### config.mk
export PLATFORM = sky130hd
export DESIGN_NAME = prtp_mod_cell
export DESIGN_NICKNAME = d
export VERILOG_FILES = /design/src/rtl/point_rotate_translate_project_assert.svh /design/src/rtl/prtp_mod_cell.sv
export SDC_FILE = /design/constraint.sdc
export NUM_CORES = 1
export LEC_CHECK = 0
export ABC_AREA = 1
export BUFFER_PORTS_ARGS = -buffer_cell sky130_fd_sc_hd__buf_4
export CAP_MARGIN = 20
export CORE_MARGIN = 5
export CORE_UTILIZATION = 35
export DETAILED_ROUTE_END_ITERATION = 8
export SLEW_MARGIN = 20
export SYNTH_ARGS = -nofsm -noshare
export SYNTH_HDL_FRONTEND = slang
export SYNTH_SLANG_ARGS = --single-unit
### constraint.sdc
create_clock -name i_clk -period 2 [get_ports i_clk]
set_clock_uncertainty 0.1 [all_clocks]
set_input_delay 0.3 -clock i_clk [delete_from_list [all_inputs] [get_ports i_clk]]
set_output_delay 0.3 -clock i_clk [all_outputs]
set_load 0.005 [all_outputs]
### src/rtl/point_rotate_translate_project_assert.svh
// Assertion macros for the point rotate / translate / project block.
// Used by the top level only; expects i_clk and i_rst_n in scope.
`ifndef POINT_ROTATE_TRANSLATE_PROJECT_ASSERT_SVH
`define POINT_ROTATE_TRANSLATE_PROJECT_ASSERT_SVH

// same-cycle implication
`define PRTP_ASSERT_IMP(name, ante, cons, msg) \
    name: assert property (@(posedge i_clk) disable iff (!i_rst_n) (ante) |-> (cons)) \
        else $error(msg);

// next-cycle implication
`define PRTP_ASSERT_NXT(name, ante, cons, msg) \
    name: assert property (@(posedge i_clk) disable iff (!i_rst_n) (ante) |=> (cons)) \
        else $error(msg);

`endif

### src/rtl/prtp_mod_cell.sv
// One conditional-subtract step of the angle range reduction.
// Depends on nothing; chained by the top level.
module prtp_mod_cell #(
    parameter int              UW  = 33,
    parameter longint unsigned SUB = 64'd1
) (
    input  logic          i_clk,
    input  logic          i_en,
    input  logic [UW-1:0] i_u,
    output logic [UW-1:0] o_u
);

    logic [UW-1:0] r_u;
    logic [UW-1:0] n_u;

    always_comb begin
        n_u = (i_u >= UW'(SUB)) ? i_u - UW'(SUB) : i_u;
    end

    always_ff @(posedge i_clk) begin
        if (i_en) begin
            r_u <= n_u;
        end
    end

    assign o_u = r_u;

endmodule

==> Word level (Yosys, flattened, before mapping) <==
Cells that the tools add are included.
{ "word_totals": {"mem_bits_ro": 0, "mem_bits_rw": 0, "regBits": 33, "mem_count": 0, "latchBits": 0, "elab_cells": 4, "out_inout_bits": 33} }
{ "op_classes": {"n_addsub": 1, "bitwise_logic": 0, "mux": 1, "n_eq_ne": 0, "shifts": 0, "magnitude_cmp": 1, "n_div": 0, "n_reduce_logical": 0, "multipliers": 0} }
{ "op_table": {"columns": ["operator", "n"], "rows": [
  ["33-bit by 1-bit greater-or-equal comparator with 1-bit output (second input constant)", 1],
  ["33-bit 2-to-1 mux", 1],
  ["33-bit by 1-bit subtractor with 33-bit output (second input constant)", 1]
]} }

==> Logic depth before layout (Yosys ltp) <==
{ "logic_depth": {"depth_word": 2, "ltp_mapped": 10} }

==> Least setup slack after synthesis <==
OpenSTA, ideal clock, no wires.
{ "synth_path": {"kind": "input -> register", "start": "input port i_u[0]", "end": "register r_u[32], in the netlist o_u[32] (data pin)", "stages": 9, "path_slack_ps": 285, "arrival_ps": 1366, "t_required_ps": 1651, "setup_time_ps": 249, "cell_sequence": "inv_1 ha_1 nand2_1 nor2_1 nand2_1 o21ai_0 nand2_1 nand2_1 inv_1"} }
{ "synth_between": {"elab_chain_cells": 2, "word_cells_on_any_way": 3} }
{ "synth_lines": {"columns": ["element", "line_no", "text"], "rows": [
  ["start, declared", "prtp_mod_cell.sv:9", "input logic [UW-1:0] i_u,"],
  ["33-bit by 1-bit subtractor with 33-bit output / 33-bit by 1-bit greater-or-equal comparator with 1-bit output (equally long branches)", "prtp_mod_cell.sv:17", "n_u = (i_u >= UW'(SUB)) ? i_u - UW'(SUB) : i_u;"],
  ["33-bit 2-to-1 mux (*)", "prtp_mod_cell.sv:17", null],
  ["named net n_u[32]", "prtp_mod_cell.sv:14", "logic [UW-1:0] n_u;"],
  ["end signal, assigned", "prtp_mod_cell.sv:22", "r_u <= n_u;"],
  ["end, declared", "prtp_mod_cell.sv:13", "logic [UW-1:0] r_u;"]
]} }
Mark *: on every way through the listed nets, which the timed path passes. The rest lies on a longest branch.
A chain may end at the register's enable or synchronous reset.

==> Worst setup path in the final report <==
{ "layout_path": {"start": "input port i_u[0]", "end": "register r_u[24], in the netlist o_u[24] (data pin)"} }
Same word-level chain as after synthesis.

==> results.sh <==
export IMPL_worstPathCellList="buf_4, inv_1, ha_1, nand2_1, nor2_1, buf_4, nand3_1, nand2_1, nand2_1, nand2_1, inv_1"
export IMPL_post_synth_instance_area_um2=2280
export IMPL_fin_nets=435
export IMPL_antenna_found_initial=0
export IMPL_crit_type="input pin to register"
export IMPL_whs_endpoint="o_u[0]"
export IMPL_fin_ws_ns=0.346
export IMPL_critPathTopFamily="simple AND/OR/NAND/NOR gates"
export IMPL_post_cts_buffers=0
export IMPL_finalPower_mw=1.63
export IMPL_cap_viol_max_count=0
export IMPL_worstMarginPinSlew_ns=0.438
export IMPL_htreeDepth=2
export IMPL_io_pins=68
export IMPL_whs_path_depth=2
export IMPL_cpPeakStageDelay_ns=0.29
export IMPL_status="complete, no violations"
export IMPL_antenna_left=0
export IMPL_die_x_um=90.7
export IMPL_grt_pass1_wl_um=10400
export IMPL_root_buffer="clkbuf_8"
export IMPL_crit_fanout=6
export IMPL_fin_crit_sh_pct=82.7
export IMPL_path_common_cell="nand2_1"
export IMPL_crit_path_top_delay_cell="ha_1"
export IMPL_cts_made_buffers=5
export IMPL_fin_tns_setup_ns=0
export IMPL_hold_slack_ns=0.211
export IMPL_initial_core_util_pct=35.9
export IMPL_syn_nets=355
export IMPL_dp_hpwl_um=5200
export IMPL_cts_sinks=33
export IMPL_grt_overflow_total=0
export IMPL_postCtsHoldBufs=0
export IMPL_grt_pass1_vias=2172
export IMPL_wl_per_cell_um=13.2
export IMPL_largest_register_ffs=33
export IMPL_nFillCells=671
export IMPL_ys_warn_count=0
export IMPL_cts_reportedPaths_clkPinSlew_ns=0.07
export IMPL_drc_errors=0
export IMPL_max_freq_mhz=605
export IMPL_cts_resized_gates=0
export IMPL_cp_num_buf_inv=4
export IMPL_timing_slew_headroom_pct=70.8
export IMPL_num_vias=2139
export IMPL_cellPowerDensity_nw_per_um2=540
export IMPL_slew_viol_final=0
export IMPL_core_area_um2=6350
export IMPL_drive_above_1_share_pct=25.8
export IMPL_critPathLaunch="i_u[0]"
export IMPL_end_kind="register"
export IMPL_num_rows=29
export IMPL_rsz0062_at_grt="no"
export IMPL_drt_iter0_markers=71
export IMPL_first_pass_iters=4
export IMPL_n_antenna_cell=0
export IMPL_tritoncts="done"
export IMPL_dieArea_um2=8230
export IMPL_hold_class="input pin to register"
export IMPL_netlist_instances=318
export IMPL_pre_cts_slack_ns=0.0324
export IMPL_leakagePower_nw=1.41
export IMPL_detail_route_wirelength_um=6270
export IMPL_syn2layout_area_growth_pct=32.1
export IMPL_cp_start_kind="input pin"
export IMPL_die_y_um=90.7
export IMPL_track_usage_pct=15.7
export IMPL_syn_mean_instance_area_um2=7.17
export IMPL_io_buffer_count=67
export IMPL_synth_yosys_seq_area_share_pct=43.5
export IMPL_hold_viol=0
export IMPL_ys_seq_elements=33
export IMPL_fin_crit_ns=1.65
export IMPL_synthDistinctLibCells=19
export IMPL_gp_congestion=0.890
export IMPL_hold_start="i_u[0]"
export IMPL_vias_per_cell=4.49
export IMPL_required_ns=1.94
export IMPL_max_vdd_ir_drop_v=0.000332
export IMPL_setup_violations=0
export IMPL_grt_max_degree=34
export IMPL_worstPathArrival_ns=1.60
export IMPL_clockBufferDepth=2
## Yosys cell counts
cell | instances | area, um^2
xor2_1 | 2 | 17.5
nor3_1 | 1 | 5.00
buf_8 | 1 | 15.0
buf_4 | 1 | 7.51
clkinv_1 | 1 | 3.75
ha_1 | 2 | 25.0
nand3_2 | 1 | 10.0
nor2_1 | 70 | 263
nand2_2 | 4 | 25.0
nand2_1 | 95 | 357
edfxtp_1 | 33 | 991
nor2_2 | 15 | 93.8
nor2_4 | 2 | 22.5
nand3_1 | 8 | 40.0
inv_1 | 53 | 199
nand3b_1 | 1 | 7.51
o21ai_0 | 8 | 40.0
xnor2_1 | 13 | 114
nand4_1 | 7 | 43.8
## logic make-up (layout without fill, tap and decap cells)
| family | Yosys count | after routing | synth area share [%] |
|---|---|---|---|
| and+or+nand+nor | 204 | 204 | 38.0 |
| buffers and inverters | 56 | 137 | 9.88 |
| DFF | 33 | 33 | 43.5 |
| xor gates and xnor gates | 15 | 15 | 5.76 |
| AOI/OAI and AO/OA | 8 | 8 | 1.76 |
| adders and majority gates | 2 | 2 | 1.10 |
## final cells by class
class                   count  area, um^2  share of cell area, %
flip-flops and latches     33         991                   32.9
inverters                  54         203                   6.73
multi-input cells         229        1060                   35.3
well taps                  77        96.3                   3.20
repair buffers             75         576                   19.1
clock buffers               5        68.8                   2.29
clock inverters             3        12.5                  0.416
## per-layer routing
layer  vias to the layer above  share of wire, %  GRT usage [%]
li1                       1130                 -              -
met3                        13               6.0           4.50
met4                         0               1.7           4.47
met1                       945                46           19.3
met5                         -                 0              0
met2                        51                46           26.5
## layout by cell type, fill, tap and decap left out, drive strengths merged
cell,count
nand3,9
ha,2
nor2,87
xor2,2
edfxtp,33
inv,53
o21ai,8
nand2,99
clkinv,4
nand4,7
clkbuf,5
nor3,1
nand3b,1
xnor2,13
buf,75
## worst max path at each step
| stage | depth (start not counted) | slack, ns | endpoint |
|---|---|---|---|
| final | 11 | 0.35 | o_u[24] |
| after global routing | 10 | 0.17 | o_u[32] |
| after global placement | 10 | 0.06 | o_u[32] |
| after CTS | 10 | 0.33 | o_u[32] |
| after detailed placement | 10 | 0.03 | o_u[32] |
| after floorplan | 9 | 0.28 | o_u[32] |
## power by group
part	leakage, nW	switching (mW)	internal [mW]
Combinational	1.04	0.151	0.156
Sequential	0.323	0.0143	0.825
Clock	0.0430	0.246	0.234
## metrics by stage
step / utilization (%) / instances / instance area [um^2]
3_3_place_gp: 46.1 / 468 / 2930
5_1_grt: 47.4 / 476 / 3010
6_report: 47.4 / 476 / 3010
2_1_floorplan: - / 318 / 2280
3_5_place_dp: 46.1 / 468 / 2930
4_1_cts: 47.4 / 476 / 3010
Note: power is estimated with default switching activity, not from simulation.
