`config.mk`:
```
export PLATFORM = sky130hd
export DESIGN_NAME = prtp_div_cell
export DESIGN_NICKNAME = d
export VERILOG_FILES = /design/src/rtl/point_rotate_translate_project_assert.svh /design/src/rtl/prtp_pkg.sv /design/src/rtl/prtp_div_cell.sv
export SDC_FILE = /design/constraint.sdc
export NUM_CORES = 1
export LEC_CHECK = 0
export ABC_CLOCK_PERIOD_IN_PS = 3400
export BUFFER_PORTS_ARGS = -buffer_cell sky130_fd_sc_hd__buf_4
export CAP_MARGIN = 25
export CORE_MARGIN = 1
export CORE_UTILIZATION = 50
export CTS_BUF_LIST = sky130_fd_sc_hd__clkbuf_8 sky130_fd_sc_hd__clkbuf_16
export DETAILED_ROUTE_END_ITERATION = 6
export PLACE_DENSITY = 0.81
export SLEW_MARGIN = 20
export SYNTH_ARGS = -nofsm -noshare
export SYNTH_HDL_FRONTEND = slang
export SYNTH_SLANG_ARGS = --single-unit
```
`constraint.sdc`:
```
create_clock -name i_clk -period 3.4 [get_ports i_clk]
set_input_delay 0.17 -clock i_clk [delete_from_list [all_inputs] [get_ports i_clk]]
set_output_delay 0.17 -clock i_clk [all_outputs]
set_load 0.02 [all_outputs]
```
`src/rtl/point_rotate_translate_project_assert.svh`:
```
// Assertion macros for the point rotate / translate / project block.
// Used by the top level only; expects i_clk and i_rst_n in scope.
`ifndef POINT_ROTATE_TRANSLATE_PROJECT_ASSERT_SVH
`define POINT_ROTATE_TRANSLATE_PROJECT_ASSERT_SVH

// same-cycle implication
`define PRTP_ASSERT_IMP(name, ante, cons, msg) \
    name: assert property (@(posedge i_clk) disable iff (!i_rst_n) (ante) |-> (cons)) \
        else $error(msg);

// next-cycle implication
`define PRTP_ASSERT_NXT(name, ante, cons, msg) \
    name: assert property (@(posedge i_clk) disable iff (!i_rst_n) (ante) |=> (cons)) \
        else $error(msg);

`endif

```
`src/rtl/prtp_pkg.sv`:
```
// Shared types and constants of the point rotate / translate / project block.
// No dependencies.
package prtp_pkg;

    localparam logic [1:0] FN_ROTATE    = 2'd0;
    localparam logic [1:0] FN_TRANSLATE = 2'd1;
    localparam logic [1:0] FN_PROJECT   = 2'd2;

    localparam logic [1:0] AX_X = 2'd0;
    localparam logic [1:0] AX_Y = 2'd1;
    localparam logic [1:0] AX_Z = 2'd2;

    localparam logic [1:0] CFG_FOV = 2'd0;
    localparam logic [1:0] CFG_VX  = 2'd1;
    localparam logic [1:0] CFG_VY  = 2'd2;

    localparam logic [30:0] FOV_RESET = 31'd16777216;

    localparam logic signed [31:0] INT_MAX = 32'sh7fffffff;
    localparam logic signed [31:0] INT_MIN = 32'sh80000000;

    localparam int CS_FRAC    = 28;
    localparam int ATAN_COUNT = 24;
    localparam int DIV_QBITS  = 31;

    localparam logic signed [31:0] CORDIC_GAIN = 32'sd163008218;

    typedef logic signed [32:0] t_ang;

    localparam t_ang ATAN_DEG [ATAN_COUNT] = '{
        33'sd754974720, 33'sd445687602, 33'sd235489089, 33'sd119537938,
        33'sd60000934,  33'sd30029717,  33'sd15018523,  33'sd7509720,
        33'sd3754917,   33'sd1877466,   33'sd938734,    33'sd469367,
        33'sd234684,    33'sd117342,    33'sd58671,     33'sd29335,
        33'sd14668,     33'sd7334,      33'sd3667,      33'sd1833,
        33'sd917,       33'sd458,       33'sd229,       33'sd115
    };

    typedef struct packed {
        logic [1:0]         func;
        logic [1:0]         axis;
        logic signed [31:0] px;
        logic signed [31:0] py;
        logic signed [31:0] pz;
        logic signed [31:0] amount;
        logic signed [31:0] pivx;
        logic signed [31:0] pivy;
        logic signed [31:0] pivz;
        logic               neg;
    } t_item;

    typedef struct packed {
        logic signed [31:0] ox;
        logic signed [31:0] oy;
        logic signed [31:0] oz;
        logic               proj;
        logic               dz;
        logic               negx;
        logic               negz;
        logic               ovfx;
        logic               ovfz;
    } t_res;

endpackage

```
`src/rtl/prtp_div_cell.sv`:
```
// One restoring-division step producing quotient bit K of an unsigned divide.
// Depends on prtp_pkg for the quotient width.
module prtp_div_cell #(
    parameter int K = 0
) (
    input  logic                               i_clk,
    input  logic                               i_en,
    input  logic [63:0]                        i_rem,
    input  logic [32:0]                        i_den,
    input  logic [prtp_pkg::DIV_QBITS-1:0]     i_q,
    output logic [63:0]                        o_rem,
    output logic [32:0]                        o_den,
    output logic [prtp_pkg::DIV_QBITS-1:0]     o_q
);

    logic [63:0]                    r_rem;
    logic [32:0]                    r_den;
    logic [prtp_pkg::DIV_QBITS-1:0] r_q;
    logic [63:0]                    n_rem;
    logic [prtp_pkg::DIV_QBITS-1:0] n_q;
    logic [63:0]                    sub;

    always_comb begin
        sub   = 64'(i_den) << K;
        n_rem = i_rem;
        n_q   = i_q;
        if (i_rem >= sub) begin
            n_rem  = i_rem - sub;
            n_q[K] = 1'b1;
        end
    end

    always_ff @(posedge i_clk) begin
        if (i_en) begin
            r_rem <= n_rem;
            r_den <= i_den;
            r_q   <= n_q;
        end
    end

    assign o_rem = r_rem;
    assign o_den = r_den;
    assign o_q   = r_q;

endmodule

```
; After elaboration in Yosys (flattened, before gate mapping)
; Index checks and enable logic that the tools add are counted.
; Widths: inputs -> output; s select.
[op_classes]
muxes = 1
n_lt_le_gt_ge = 1
add_sub_neg = 1
[ops]
columns = op, n
row1 = $ge 64x33->1, 1
row2 = $mux 64, 1
row3 = $sub 64x33->64, 1
[totals]
register_bits = 128
output_inout_bits = 128
word_cells = 7
in_bits = 130

; Depth between registers and ports, before layout
[depth]
depth_word = 2
depth_mapped = 13
mapped_depth_nobuf = 11

; Least setup slack after synthesis
; Ideal clock, no wire load.
[synth_timing]
path_kind = in2reg
start = in i_rem[0]
end = reg r_rem[25] (netlist: o_rem[25]) (data pin)
setup_ns = 0.260
arrival_time_ns = 2.424
n_path_buf = 1
path_stages = 11
slack_ns = 0.716
t_required_ns = 3.140
path_cell_list = inv_1 > ha_1 > fa_1 > nand2b_1 > a21oi_1 > o21ai_0 > a21oi_1 > a31oi_1 > o21ai_2 > buf_2 > mux2_2
[synth_between]
elab_chain_len = 2
elab_cells_between_ends = 3
cone_classes = add/sub: 1 / order compare: 1 / mux: 1
[synth_rtl]
columns = element, line
row1 = from (decl), prtp_div_cell.sv:8  ; input logic [63:0] i_rem,
row2 = $sub 64x33->64 or $ge 64x33->1 (tied branches), "prtp_div_cell.sv:28, prtp_div_cell.sv:27"
row3 = $mux 64 (*), prtp_div_cell.sv:27  ; if (i_rem >= sub) begin
row4 = named net n_rem[25], prtp_div_cell.sv:19  ; logic [63:0] n_rem;
row5 = to (signal assigned), prtp_div_cell.sv:35  ; r_rem <= n_rem;
row6 = to (decl), prtp_div_cell.sv:16  ; logic [63:0] r_rem;
; The timed path passes the listed nets; every way through them passes the cells marked *.
; A chain may end at the register's enable or synchronous reset.

; Worst setup path in the final report
[layout_timing]
start = in i_den[0]
end = reg r_rem[23] (netlist: o_rem[23]) (data pin)
[layout_between]
elab_chain_len = 2
elab_cells_between_ends = 3
cone_classes = add/sub: 1 / order compare: 1 / mux: 1
[layout_rtl]
columns = element, line
row1 = from (decl), prtp_div_cell.sv:9  ; input logic [32:0] i_den,
row2 = $sub 64x33->64 or $ge 64x33->1 (tied branches), "prtp_div_cell.sv:28, prtp_div_cell.sv:27"
row3 = $mux 64 (*), prtp_div_cell.sv:27
row4 = named net n_rem[23], prtp_div_cell.sv:19
; Marked as above.

==> reports/metrics.cfg <==
[synth]
ys_seq_area_share_pct=55.0
ys_ff_latch=128
synthesis.area_um2=6990
synth_edf_count=128
synth_largest_area_cell=edfxtp_1
yosys_warnings=0
synth_flop_cell=edfxtp_1
syn_inst=624
synth_area_leaders=edfxtp_1, ha_1, xnor2_1, a21oi_1, nor2_1
avgSynthCellArea_um2=11.2
ys_async_sr_fraction_pct=0
yosys-top-cells-count=edfxtp_1, a21oi_1, nor2_1
synth_top_cell_area_share_pct=55.0
synth_nets=788
synth_cell_types=51
yosysMostFrequentCell=edfxtp_1

[sta]
slew_headroom_pct=46.0
post-route-period-util_pct=94.7
hold_viol_final=0
min_period_ns=3.22
rsz0062_at_grt=false
finalSetupViolCount=0
max_freq_mhz=311
slew_viol_final=0
setup_tns_ns=0
worst_pin_slew_ns=0.805

[worst_setup_path]
path_class=in -> reg
worstPathArrival_ns=3.39
startpoint=i_den[0]
critPathMaxStageDelay_ns=0.54
end_kind=flip-flop
critical_path.slowest_cell=dlygate4sd3_1
path_cells=dlygate4sd3_1 -> buf_4 -> ha_1 -> fa_1 -> nand2b_1 -> a21oi_1 -> o21ai_0 -> a21oi_1 -> a31oi_1 -> o21ai_4 -> buf_4 -> mux2_2
cpLargestDelayFamily=compound AO/OA/AOI/OAI gates
cp_num_buf_inv=3
cp_max_fo=6
required_ns=3.57
setup.worst_path.start_class=input port

[route]
vias=6444
avgRoutedWirePerCell_um=19.2
drtIter0Drc=464
wirelength_um=22100
postRouteAntennaNets=0
post-route-drc-count=0
dr.pass1.iters=5
viasPerCell=5.59

[clock_network]
htree_num_levels=4
cts_tree=built
cts_root_buf=clkbuf_16
clockBufferDepth=2
clock-sinks=128
clk_pin_slew_ns=0.06
cts_made_buffers=17

[global_route]
use_met1_pct=35.3
busiest_layer=met2
grt_pass1_vias=6633
use_met3_pct=6.89
grtUsageTotal_pct=30.9
met2_usage_pct=55.1
grt_overflow_total=0
antenna_found_initial=0
grt_pass1_wl_um=33900
grt_max_degree=64

[floorplan]
core-area_um2=13500
die_x_um=120
start_util_pct=52.0
num_io_pins=258
design.die.area_um2=14500
rows=42
die_h_um=120

[power]
pwr_density_cell_nw_per_um2=466
vdd_drop_max_v=0.000340
finalPower_w=0.00485
p_leak_nw=4.39

[outcome]
status=finished, final reports clean

[final_layout]
seq_area_um2=3840
antennaDiodeCount=0
nets=1128
multi_input_area_um2=2930
area_growth_pct=48.6
n_fill_cell=885
drive_gt1_share_pct=33.0

[hold_path]
min_from=i_q[0]
hold_depth=2
hold_path_class=in -> reg
hold-path-endpoint=o_q[0]

[place]
port_buffers=257
place_congestion=0.862
dp_hpwl_um=15700

[flow_run]
max-cap-violations=0

[kinds of logic (layout without fill, tap and decap cells)]
logic type | count (synthesis) | count (layout) | share of synthesized area, %
adders and majority gates | 34 | 34 | 6.19
DFF | 128 | 128 | 55.0
AOI/OAI and AO/OA | 134 | 134 | 11.4
muxes | 8 | 8 | 1.29
buffers and inverters | 56 | 409 | 3.35
xor gates and xnor gates | 62 | 62 | 7.77
and+or+nand+nor | 202 | 202 | 15.1
[worst max-delay path by stage]
stage / endpoint / depth (start not counted)
CTS: o_rem[62] / 12
finish: o_rem[23] / 12
global route: o_rem[48] / 14
detailed placement: o_rem[62] / 11
floorplan: o_rem[25] / 11
global placement: o_rem[62] / 12
[sequential cells by signal, summed over array words and instances, names as in the netlist]
name / flops
o_q: 31
o_den: 33
o_rem: 64
[placed cells by master (no fill, tap or decap), types with 23 or more instances in the layout]
cell           count
ha_1              33
edfxtp_1         128
xnor2_1           46
inv_1             39
nand4_1           23
nor2_1            59
dlygate4sd3_1     63
nand2_1           34
a21oi_1           68
buf_4            272
[power breakdown]
group          switching [W]  leakage, nW  internal, W
combinational       0.000676         2.89     0.000557
sequential         0.0000576         1.25      0.00194
clock               0.000697        0.248     0.000921
total                0.00143         4.39      0.00342
[metal layers]
layer / wire length [um] / share of wire (%) / vias to the layer above
li1: - / - / 3010
met1: 8340 / 38 / 3059
met2: 11500 / 52 / 327
met3: 1620 / 7.3 / 48
met4: 703 / 3.2 / 0
met5: 0 / 0 / -
[metrics by stage]
step / std cells / util, % / setup slack (ns) / area (um^2) / hold WS (ns)
finish: 1153 / 77.3 / 0.180 / 10400 / 0.0220
global route: 1153 / 77.3 / 0.0108 / 10400 / 0.0172
CTS: 1150 / 77.0 / 0.0553 / 10400 / 0.0110
detailed placement: 1055 / 68.5 / 0.190 / 9210 / 0.349
global placement: 1055 / 68.5 / 0.239 / 9210 / 0.349
floorplan: 624 / - / 0.716 / 6990 / 0.269
[area by class of cell]
| type | instances | area share (%) |
|---|---|---|
| sequential | 128 | 37.0 |
| multi-input combinational | 440 | 28.2 |
| timing repair buffer | 338 | 26.3 |
| clock buffer | 17 | 4.09 |
| tap | 176 | 2.12 |
| inverter | 39 | 1.41 |
| clock inverter | 15 | 0.927 |
[timing repair]
action,4_1_cts,5_1_grt
resized for setup,0,1
hold endpoints to repair,63,0
endpoints found under the setup margin,0,38
setup buffers,0,3
hold buffers,63,0
Power figures use the tool's default switching activity.
