**src/rtl/point_rotate_translate_project_assert.svh**
```systemverilog
// Assertion macros for the point rotate / translate / project block.
// Used by the top level only; expects i_clk and i_rst_n in scope.
`ifndef POINT_ROTATE_TRANSLATE_PROJECT_ASSERT_SVH
`define POINT_ROTATE_TRANSLATE_PROJECT_ASSERT_SVH

// same-cycle implication
`define PRTP_ASSERT_IMP(name, ante, cons, msg) \
    name: assert property (@(posedge i_clk) disable iff (!i_rst_n) (ante) |-> (cons)) \
        else $error(msg);

// next-cycle implication
`define PRTP_ASSERT_NXT(name, ante, cons, msg) \
    name: assert property (@(posedge i_clk) disable iff (!i_rst_n) (ante) |=> (cons)) \
        else $error(msg);

`endif

```
**src/rtl/prtp_pkg.sv**
```systemverilog
// Shared types and constants of the point rotate / translate / project block.
// No dependencies.
package prtp_pkg;

    localparam logic [1:0] FN_ROTATE    = 2'd0;
    localparam logic [1:0] FN_TRANSLATE = 2'd1;
    localparam logic [1:0] FN_PROJECT   = 2'd2;

    localparam logic [1:0] AX_X = 2'd0;
    localparam logic [1:0] AX_Y = 2'd1;
    localparam logic [1:0] AX_Z = 2'd2;

    localparam logic [1:0] CFG_FOV = 2'd0;
    localparam logic [1:0] CFG_VX  = 2'd1;
    localparam logic [1:0] CFG_VY  = 2'd2;

    localparam logic [30:0] FOV_RESET = 31'd16777216;

    localparam logic signed [31:0] INT_MAX = 32'sh7fffffff;
    localparam logic signed [31:0] INT_MIN = 32'sh80000000;

    localparam int CS_FRAC    = 28;
    localparam int ATAN_COUNT = 24;
    localparam int DIV_QBITS  = 31;

    localparam logic signed [31:0] CORDIC_GAIN = 32'sd163008218;

    typedef logic signed [32:0] t_ang;

    localparam t_ang ATAN_DEG [ATAN_COUNT] = '{
        33'sd754974720, 33'sd445687602, 33'sd235489089, 33'sd119537938,
        33'sd60000934,  33'sd30029717,  33'sd15018523,  33'sd7509720,
        33'sd3754917,   33'sd1877466,   33'sd938734,    33'sd469367,
        33'sd234684,    33'sd117342,    33'sd58671,     33'sd29335,
        33'sd14668,     33'sd7334,      33'sd3667,      33'sd1833,
        33'sd917,       33'sd458,       33'sd229,       33'sd115
    };

    typedef struct packed {
        logic [1:0]         func;
        logic [1:0]         axis;
        logic signed [31:0] px;
        logic signed [31:0] py;
        logic signed [31:0] pz;
        logic signed [31:0] amount;
        logic signed [31:0] pivx;
        logic signed [31:0] pivy;
        logic signed [31:0] pivz;
        logic               neg;
    } t_item;

    typedef struct packed {
        logic signed [31:0] ox;
        logic signed [31:0] oy;
        logic signed [31:0] oz;
        logic               proj;
        logic               dz;
        logic               negx;
        logic               negz;
        logic               ovfx;
        logic               ovfz;
    } t_res;

endpackage

```
**src/rtl/prtp_cordic_cell.sv**
```systemverilog
// One rotation-mode CORDIC step in degrees, x/y in Q3.28, angle in Q.24.
// Depends on prtp_pkg for the arctangent table.
module prtp_cordic_cell #(
    parameter int IDX = 0
) (
    input  logic               i_clk,
    input  logic               i_en,
    input  logic signed [31:0] i_x,
    input  logic signed [31:0] i_y,
    input  logic signed [32:0] i_z,
    output logic signed [31:0] o_x,
    output logic signed [31:0] o_y,
    output logic signed [32:0] o_z
);

    logic signed [31:0] r_x;
    logic signed [31:0] r_y;
    logic signed [32:0] r_z;
    logic signed [31:0] n_x;
    logic signed [31:0] n_y;
    logic signed [32:0] n_z;
    logic signed [31:0] xs;
    logic signed [31:0] ys;

    always_comb begin
        xs = i_x >>> IDX;
        ys = i_y >>> IDX;
        if (!i_z[32]) begin
            n_x = i_x - ys;
            n_y = i_y + xs;
            n_z = i_z - prtp_pkg::ATAN_DEG[IDX];
        end else begin
            n_x = i_x + ys;
            n_y = i_y - xs;
            n_z = i_z + prtp_pkg::ATAN_DEG[IDX];
        end
    end

    always_ff @(posedge i_clk) begin
        if (i_en) begin
            r_x <= n_x;
            r_y <= n_y;
            r_z <= n_z;
        end
    end

    assign o_x = r_x;
    assign o_y = r_y;
    assign o_z = r_z;

endmodule

```
**config.mk**
```make
export PLATFORM = sky130hd
export DESIGN_NAME = prtp_cordic_cell
export DESIGN_NICKNAME = d
export VERILOG_FILES = /design/src/rtl/point_rotate_translate_project_assert.svh /design/src/rtl/prtp_pkg.sv /design/src/rtl/prtp_cordic_cell.sv
export SDC_FILE = /design/constraint.sdc
export NUM_CORES = 1
export LEC_CHECK = 0
export BUFFER_PORTS_ARGS = -buffer_cell sky130_fd_sc_hd__clkbuf_2
export CAP_MARGIN = 15
export CORE_MARGIN = 1.5
export CORE_UTILIZATION = 35
export CTS_CLUSTER_SIZE = 28
export DETAILED_ROUTE_END_ITERATION = 8
export MAX_ROUTING_LAYER = met4
export RECOVER_POWER = 25
export SLEW_MARGIN = 20
export SYNTH_ARGS = -nofsm -noshare
export SYNTH_HDL_FRONTEND = slang
export SYNTH_SLANG_ARGS = --single-unit
```
**constraint.sdc**
```tcl
create_clock -name i_clk -period 3.1 [get_ports i_clk]
set_clock_uncertainty 0.1 [all_clocks]
set_input_delay 0.465 -clock i_clk [delete_from_list [all_inputs] [get_ports i_clk]]
set_output_delay 0.465 -clock i_clk [all_outputs]
set_load 0.01 [all_outputs]
```
## Word-level counts from Yosys, hierarchy flattened

Index checks and enable logic that the tools add are counted.

- Flip-flop bits (word level): 97
- Bits in latches: 0
- Bits in writable memories: 0
- Memory bits (read-only): 0
- Bits of input ports: 99
- Output and inout port bits: 97
- Word-level logic and storage cells: 11
- Memories kept: 0

- Add/subtract/negate cells: 5
- $mul: 0
- Divide/modulo/power cells: 0
- $lt $le $gt $ge: 0
- Eq/ne operators: 0
- Shift-type cells: 0
- Muxes and demuxes: 3
- Bitwise gates (word level): 0
- Reductions and logical operators: 0

Operators by type and width:

| operator | count |
|---|---|
| $mux 32 | 2 |
| $sub 32x32->32 | 2 |
| $add 33x31->33 const B | 1 |
| $mux 33 | 1 |
| $sub 33x31->33 const B | 1 |
| $add 32x32->32 | 1 |

## Depth between registers and ports, before layout

Gate-level depths: netlist of run 1.

- Depth in word-level cells: 2
- Gate-level depth with buffers: 12

## Worst setup path before layout of run 1

No wires, ideal clock.

- Kind: in2reg
- Start point: input i_x[4]
- End point: register r_x[29] (netlist: o_x[29]), data pin
- Arrival: 2.699 ns
- Slack: 0.033 ns
- Cell stages on the path: 12
- Cell sequence: inv_1 > ha_1 > buf_6 > inv_4 > a2111oi_4 > a2111oi_2 > a211oi_2 > a2111oi_1 > or4_4 > a21oi_2 > o211ai_1 > xnor2_1

- Longest elaborated chain between the ends: 2

RTL lines:

| what | RTL line | RTL |
|---|---|---|
| from (decl) | prtp_cordic_cell.sv:8 | `input logic signed [31:0] i_x,` |
| $sub 32x32->32 or $add 32x32->32 (tied branches) | prtp_cordic_cell.sv:29, prtp_cordic_cell.sv:33 |  |
| $mux 32 * | prtp_cordic_cell.sv:28 | `if (!i_z[32]) begin` |
| net n_x[29] | prtp_cordic_cell.sv:19 | `logic signed [31:0] n_x;` |
| to (signal assigned) | prtp_cordic_cell.sv:41 | `r_x <= n_x;` |
| to (decl) | prtp_cordic_cell.sv:16 | `logic signed [31:0] r_x;` |

Mark *: on every way through the listed nets, which the timed path passes. The rest lies on a longest branch.
A chain may end at the register's enable or synchronous reset.

## Worst setup path after layout of run 1

- Start point: input i_x[1]
- End point: register r_y[28] (netlist: o_y[28]), data pin

- Longest elaborated chain between the ends: 2

RTL lines:

| what | RTL line | RTL |
|---|---|---|
| $add 32x32->32 or $sub 32x32->32 (tied branches) | prtp_cordic_cell.sv:30, prtp_cordic_cell.sv:34 |  |
| $mux 32 * | prtp_cordic_cell.sv:28 |  |
| net n_y[28] | prtp_cordic_cell.sv:20 | `logic signed [31:0] n_y;` |
| to (signal assigned) | prtp_cordic_cell.sv:42 | `r_y <= n_y;` |
| to (decl) | prtp_cordic_cell.sv:17 | `logic signed [31:0] r_y;` |

Marks and branches as above.

==> summary.txt, run 1 <==
Route
  • DRC viols: 0
  • Drt wl/cell: 17.00 um
  • Mean number of vias per cell: 5.093
  • ANT nets after route: 0
  • Vias: 8511
  • WL final: 28410 um
  • Met1 wire length: 13680 um
  • Pre-antenna DRT Iters: 5
  • Routed length on met3: 1576 um
  • Top Layer Used: met4
  • Met2 WL post-DR: 12760 um
  • First DRT Iteration DRCs: 689

Finish
  • # fillers: 2393
  • Finished Cell Area: 12020 um2
  • Final nets: 1553
  • Diodes inserted: 0
  • Area Growth Syn to Fin: 38.33%
  • Commonest non-fill, non-tap cells in the layout: buf_4, clkbuf_2, a21oi_1, ha_1, edfxtp_1
  • Non-Filler Instances: 1671
  • Layout cells sized above 1: 35.19%
  • Final core occ: 49.42%
  • Commonest non-fill, non-tap cell in the layout: buf_4

Yosys
  • Post-synthesis sequential area ratio: 33.18%
  • Xor/xnor share of the synthesized area: 6.855%
  • Simple-Gate Fraction of Synth Area: 11.94%
  • Ys async rst share: 0%
  • Post-Synth Adder-Cell Area: 16.39%
  • Main combinational cell family by area after synthesis: compound AO/OA/AOI/OAI gates
  • Mux share of post-synthesis cell area: 1.757%
  • Post-synth EDFFs: 96
  • Yosys reg bits: 96
  • Mapped Avg Cell Area: 9.041 um2
  • Synth Cell Area: 8688 um2
  • Yosys cell types: 78
  • Yosys warning total: 0
  • Compound-cell area share of the yosys netlist: 23.49%
  • Ys flop type: edfxtp_1
  • Syn Inst Count: 961
  • Syn Nets: 1172

Die
  • Initial Utilization: 35.73%
  • Core Area: 24320 um2
  • Row count: 57
  • Die width: 160.6 um
  • Die Ht: 160.6 um
  • Die area: 25780 um2
  • Ports: 196

Global routing
  • Grt ovf: 0
  • Largest net degree at the start of global routing: 72
  • Vias in the first global route: 8322
  • Total track usage: 22.40%
  • First-pass GRT wire length: 44300 um
  • Initial antenna violation count: 0

Timing
  • Worst Max-Slew Pin Slew: 1.194 ns
  • RSZ-0062 raised after global routing: yes
  • Setup_tns: 0 ns
  • Part of the cycle the worst path needs: 97.64%
  • Upper clock frequency limit: 0.3304 GHz
  • Hold Fails Final Rpt: 0
  • Final Setup Violations: 0
  • Relative slew slack: 20.40%
  • Max-slew violations: 0
  • Min Clock Period, post-route: 3.027 ns

Setup path
  • Startpoint Class: input port
  • Crit. End Element: flop
  • CP cell instances: clkbuf_2 > inv_1 > ha_1 > nor2b_1 > buf_4 > o31a_1 > o2111ai_1 > nand3_1 > buf_4 > nand3_1 > a31oi_1 > o31ai_1 > o31ai_1 > xnor2_1
  • Critical-path maximum fanout: 6
  • Crit path DAT: 3.07 ns
  • WP data required: 3.15 ns
  • CP peak stage delay: 0.32 ns
  • CP max-delay cell: ha_1
  • Crit Path Category: in2reg

Clock tree
  • Worst-path clk slew: 0.07 ns
  • CTS hold repair buffers: 0
  • Clock buffer depth: 2
  • CTS root buffer: clkbuf_16
  • CTS sink cnt: 96
  • H-tree lvl count: 3
  • CTS tree: built
  • Cts bufs inserted: 9

Outcome
  • Run status: finished clean

Placement
  • Placed cells: 1655
  • Cell Area, Placed: 11530 um2
  • GPL Wtd Cong: 0.9392
  • Port-buffer cells: 195
  • HPWL Detailed: 23610 um

Power
  • Worst VDD drop: 0.3341 mV
  • Leakage: 0.005610 uW
  • Power Density: 407.3 nW/um2
  • Overall Power: 4895 uW

Min path
  • Hold crit path type: in2reg

Job
  • Max-cap viol count: 0
==> repair_timing <==
action / CTS / global route
resized for setup: 10 / 34
pin swaps: 0 / 9
setup endpoints to repair: 10 / 17
buffers inserted: 0 / 0
==> flip-flops by register name, indices dropped and copies added, names as in the netlist <==
register,flops
o_z,33
o_y,32
o_x,31
==> cells in the mapped netlist (all sizes together), types with 7 or more instances <==
cell type	count	area (um2)
o211ai	9	72.57
nor4	8	50.05
nand4	10	62.56
edfxtp	96	2883
xnor2	58	508.0
nor3	23	115.1
o21bai	25	187.7
inv	93	351.6
o21ai	59	295.3
nor2	83	311.6
a21o	21	157.7
o21a	7	52.55
a21oi	115	579.3
xor2	10	87.58
mux2i	13	130.1
ha	109	1364
a211oi	10	80.07
buf	18	91.33
nand2	40	150.1
nand3	13	65.06
clkbuf	24	90.09
o31ai	11	82.58
nor2b	9	56.30
==> metrics by stage <==
stage	hold slack [ns]	worst slack, ns
after global routing	0.1774	-0.05008
final	0.1963	0.07319
after detailed placement	0.5436	-0.5557
after global placement	0.5421	-0.4857
after floorplan	0.4639	0.03277
after CTS	0.1811	0.002168
==> path summary, 6_finish.rpt <==
check	start	slack, ns	to	cells after the start
worst min-delay path	i_z[5]	0.20	o_z[5]	1
worst max-delay path	i_x[1]	0.07	o_y[28]	14
==> cells by family after synthesis <==
group,after synthesis
AOI/OAI and AO/OA,311
and+or+nand+nor,218
buffers and inverters,141
adders and majority gates,112
DFF,96
xor gates and xnor gates,68
muxes,15
==> routing by layer <==
layer	vias up	track usage (%)
met5	-	-
met4	0	5.225
met3	23	1.860
met2	305	34.87
met1	3963	31.57
li1	4220	-
==> worst max-delay path, delay by kind of cell <==
kind / cells / cell delay [ns]
and+or+nand+nor: 3 / 0.39
adders and majority gates: 1 / 0.32
buffers and inverters: 4 / 0.48
xor gates and xnor gates: 1 / 0.28
AOI/OAI and AO/OA: 5 / 1.13
==> layout make-up <==
cell class                      instances  area [um2]  area share (%)
Clock buffer                            9       225.2           1.874
Clock inverter                          7       61.31          0.5101
Inverter                               99       374.1           3.113
Multi-Input combinational cell        724        5458           45.41
Sequential cell                        96        2883           23.99
Tap cell                              324       405.4           3.373
Timing Repair Buffer                  412        2613           21.74
==> power breakdown <==
| group | switching, uW | internal (uW) |
|---|---|---|
| logic | 1140 | 926 |
| clock network | 522 | 560 |
| registers | 58.7 | 1680 |
No activity file was read; power rests on OpenSTA's default activity.
==> run 2: changes to the inputs <==
Settings changed: BUFFER_PORTS_ARGS -buffer_cell sky130_fd_sc_hd__clkbuf_2 to default, CORE_UTILIZATION 35 to 55, DONT_BUFFER_PORTS from default to 1, GPL_TIMING_DRIVEN from default to 0, PLACE_DENSITY from default to 0.73.
==> run 2 against run 1 <==
Effect of this change:
- the flow now finishes with violations (negative setup slack)
- largest power group is now sequential cells
- critical endpoint is now o_y[26]
- total power is 11% lower
- sequential power up 7%
- critical path depth fell by 4
- via count shrank 12%
==> summary.txt, run 2 (synthesis results as in run 1) <==
Outcome
  • Run status: complete, but fails checks
  • Violated checks: negative setup slack

Finish
  • Diodes inserted: 0
  • Max FFs per register: 33
  • Layout cells sized above 1: 8.758%
  • Multi-input logic area: 5455 um2
  • Commonest non-fill, non-tap cell in the layout: a21oi_1
  • Area Growth Syn to Fin: 9.605%
  • Finished Cell Area: 9523 um2
  • Commonest non-fill, non-tap cells in the layout: a21oi_1, ha_1, edfxtp_1, inv_1, nor2_1
  • Final nets: 1188
  • # fillers: 1380
  • Register area: 2883 um2
  • Final core occ: 62.18%

Timing
  • Relative slew slack: 35.54%
  • Part of the cycle the worst path needs: 100.2%
  • Final Setup Violations: 1
  • RSZ-0062 raised after global routing: yes
  • Hold Fails Final Rpt: 0
  • Hold slack: 0.1068 ns
  • Worst setup margin: -0.005376 ns
  • Upper clock frequency limit: 0.3220 GHz
  • Min Clock Period, post-route: 3.105 ns
  • Max-slew violations: 0
  • Worst Max-Slew Pin Slew: 0.9669 ns

Global routing
  • Largest net degree at the start of global routing: 97
  • Grt ovf: 0
  • Initial antenna violation count: 0
  • Vias in the first global route: 7005
  • First-pass GRT wire length: 38180 um
  • Total track usage: 31.09%

Clock tree
  • CTS hold repair buffers: 0
  • CTS root buffer: clkbuf_16
  • H-tree lvl count: 3
  • Worst-path clk slew: 0.07 ns
  • Clock buffer depth: 2
  • CTS sink cnt: 96
  • CTS tree: built
  • Cts bufs inserted: 9

Setup path
  • CP top delay family: compound AO/OA/AOI/OAI gates
  • CP cell instances: ha_1 > fa_1 > a21oi_2 > o221ai_4 > o22a_1 > a31o_2 > a41o_1 > a41oi_2 > o21ai_0 > xnor2_1
  • Startpoint Class: input port
  • Crit. End Element: flop
  • Crit path DAT: 3.08 ns
  • Critical-path maximum fanout: 5
  • CP peak stage delay: 0.45 ns
  • WP data required: 3.08 ns
  • CP max-delay cell: fa_1
  • Buf+Inv Stages, Crit Path: 0
  • Crit Path Category: in2reg

Route
  • WL final: 25700 um
  • Drt wl/cell: 21.54 um
  • Vias: 7497
  • ANT nets after route: 0
  • Mean number of vias per cell: 6.284
  • Pre-antenna DRT Iters: 5
  • First DRT Iteration DRCs: 738
  • DRC viols: 0

Power
  • Worst VDD drop: 0.3485 mV
  • Leakage: 0.003888 uW
  • Clock power share: 25.6%
  • Switching power: 1566 uW
  • Power Density: 455.4 nW/um2
  • Sequential power share: 43.2%
  • Logic pwr share: 31.3%
  • Pint: 2770 uW
  • Sw frac: 36.12%

Die
  • Core Area: 15310 um2
  • Die Ht: 128.7 um
  • Die area: 16560 um2
  • Die width: 128.7 um
  • Initial Utilization: 56.73%
  • Row count: 45
  • Ports: 196

Placement
  • GPL Wtd Cong: 0.9990
  • Cell Area, Placed: 8952 um2
  • HPWL Detailed: 19830 um
  • Port-buffer cells: 0

Job
  • Max-cap viol count: 0

Min path
  • Hold depth: 0
  • Hold Startpoint: i_z[1]
  • Hold worst-path end: o_z[1]
  • Hold crit path type: in2reg
-- run 2: layout make-up --
class                   instances  area share (%)
well taps                     211           2.772
multi-input cells             724           57.29
clock buffers                   9           2.365
repair buffers                  7          0.5518
flip-flops and latches         96           30.27
inverters                      99           4.112
clock inverters                 7          0.6307
plain buffers                  40           2.010
-- run 2: per-stage QoR --
stage	TNS [ns]	instances	power (uW)	setup slack, ns
CTS	-0.008473	1190	4265	-0.005862
global route	-0.4011	1193	4521	-0.1066
global placement	-12.62	1172	3131	-0.8989
finish	-0.005376	1193	4337	-0.005376
detailed placement	-12.54	1172	3140	-0.9393
floorplan	0	961	2794	0.03277
-- run 2: metal layers --
metal	vias to the layer above	GRT usage, %	routed length (um)
met5	-	-	0
met4	0	9.848	642
met3	63	5.239	2515
met2	447	48.95	11680
met1	3511	41.03	10860
li1	3476	-	-
-- run 2: power by group through the flow --
stage	logic [uW]	clock network [uW]	registers, uW
finish	1360	1110	1870
global route	1460	1160	1890
CTS	1260	1130	1870
detailed placement	1240	0	1900
global placement	1230	0	1900
floorplan	929	0	1860
-- run 2: how the worst max path moves through the flow --
stage / start / end / slack (ns) / cells past startpoint
after CTS: i_x[1] / o_y[31] / -0.006 / 12
final: i_x[0] / o_y[26] / -0.005 / 10
after floorplan: i_x[4] / o_x[29] / 0.03 / 12
after detailed placement: i_z[32] / o_z[31] / -0.94 / 12
after global routing: i_x[0] / o_y[26] / -0.11 / 10
after global placement: i_z[32] / o_z[31] / -0.90 / 12
-- run 2: what timing repair did --
action,CTS,global route
endpoints found under the hold margin,0,0
setup buffers,2,6
resized for setup,12,49
pin swaps,4,18
endpoints found under the setup margin,19,22
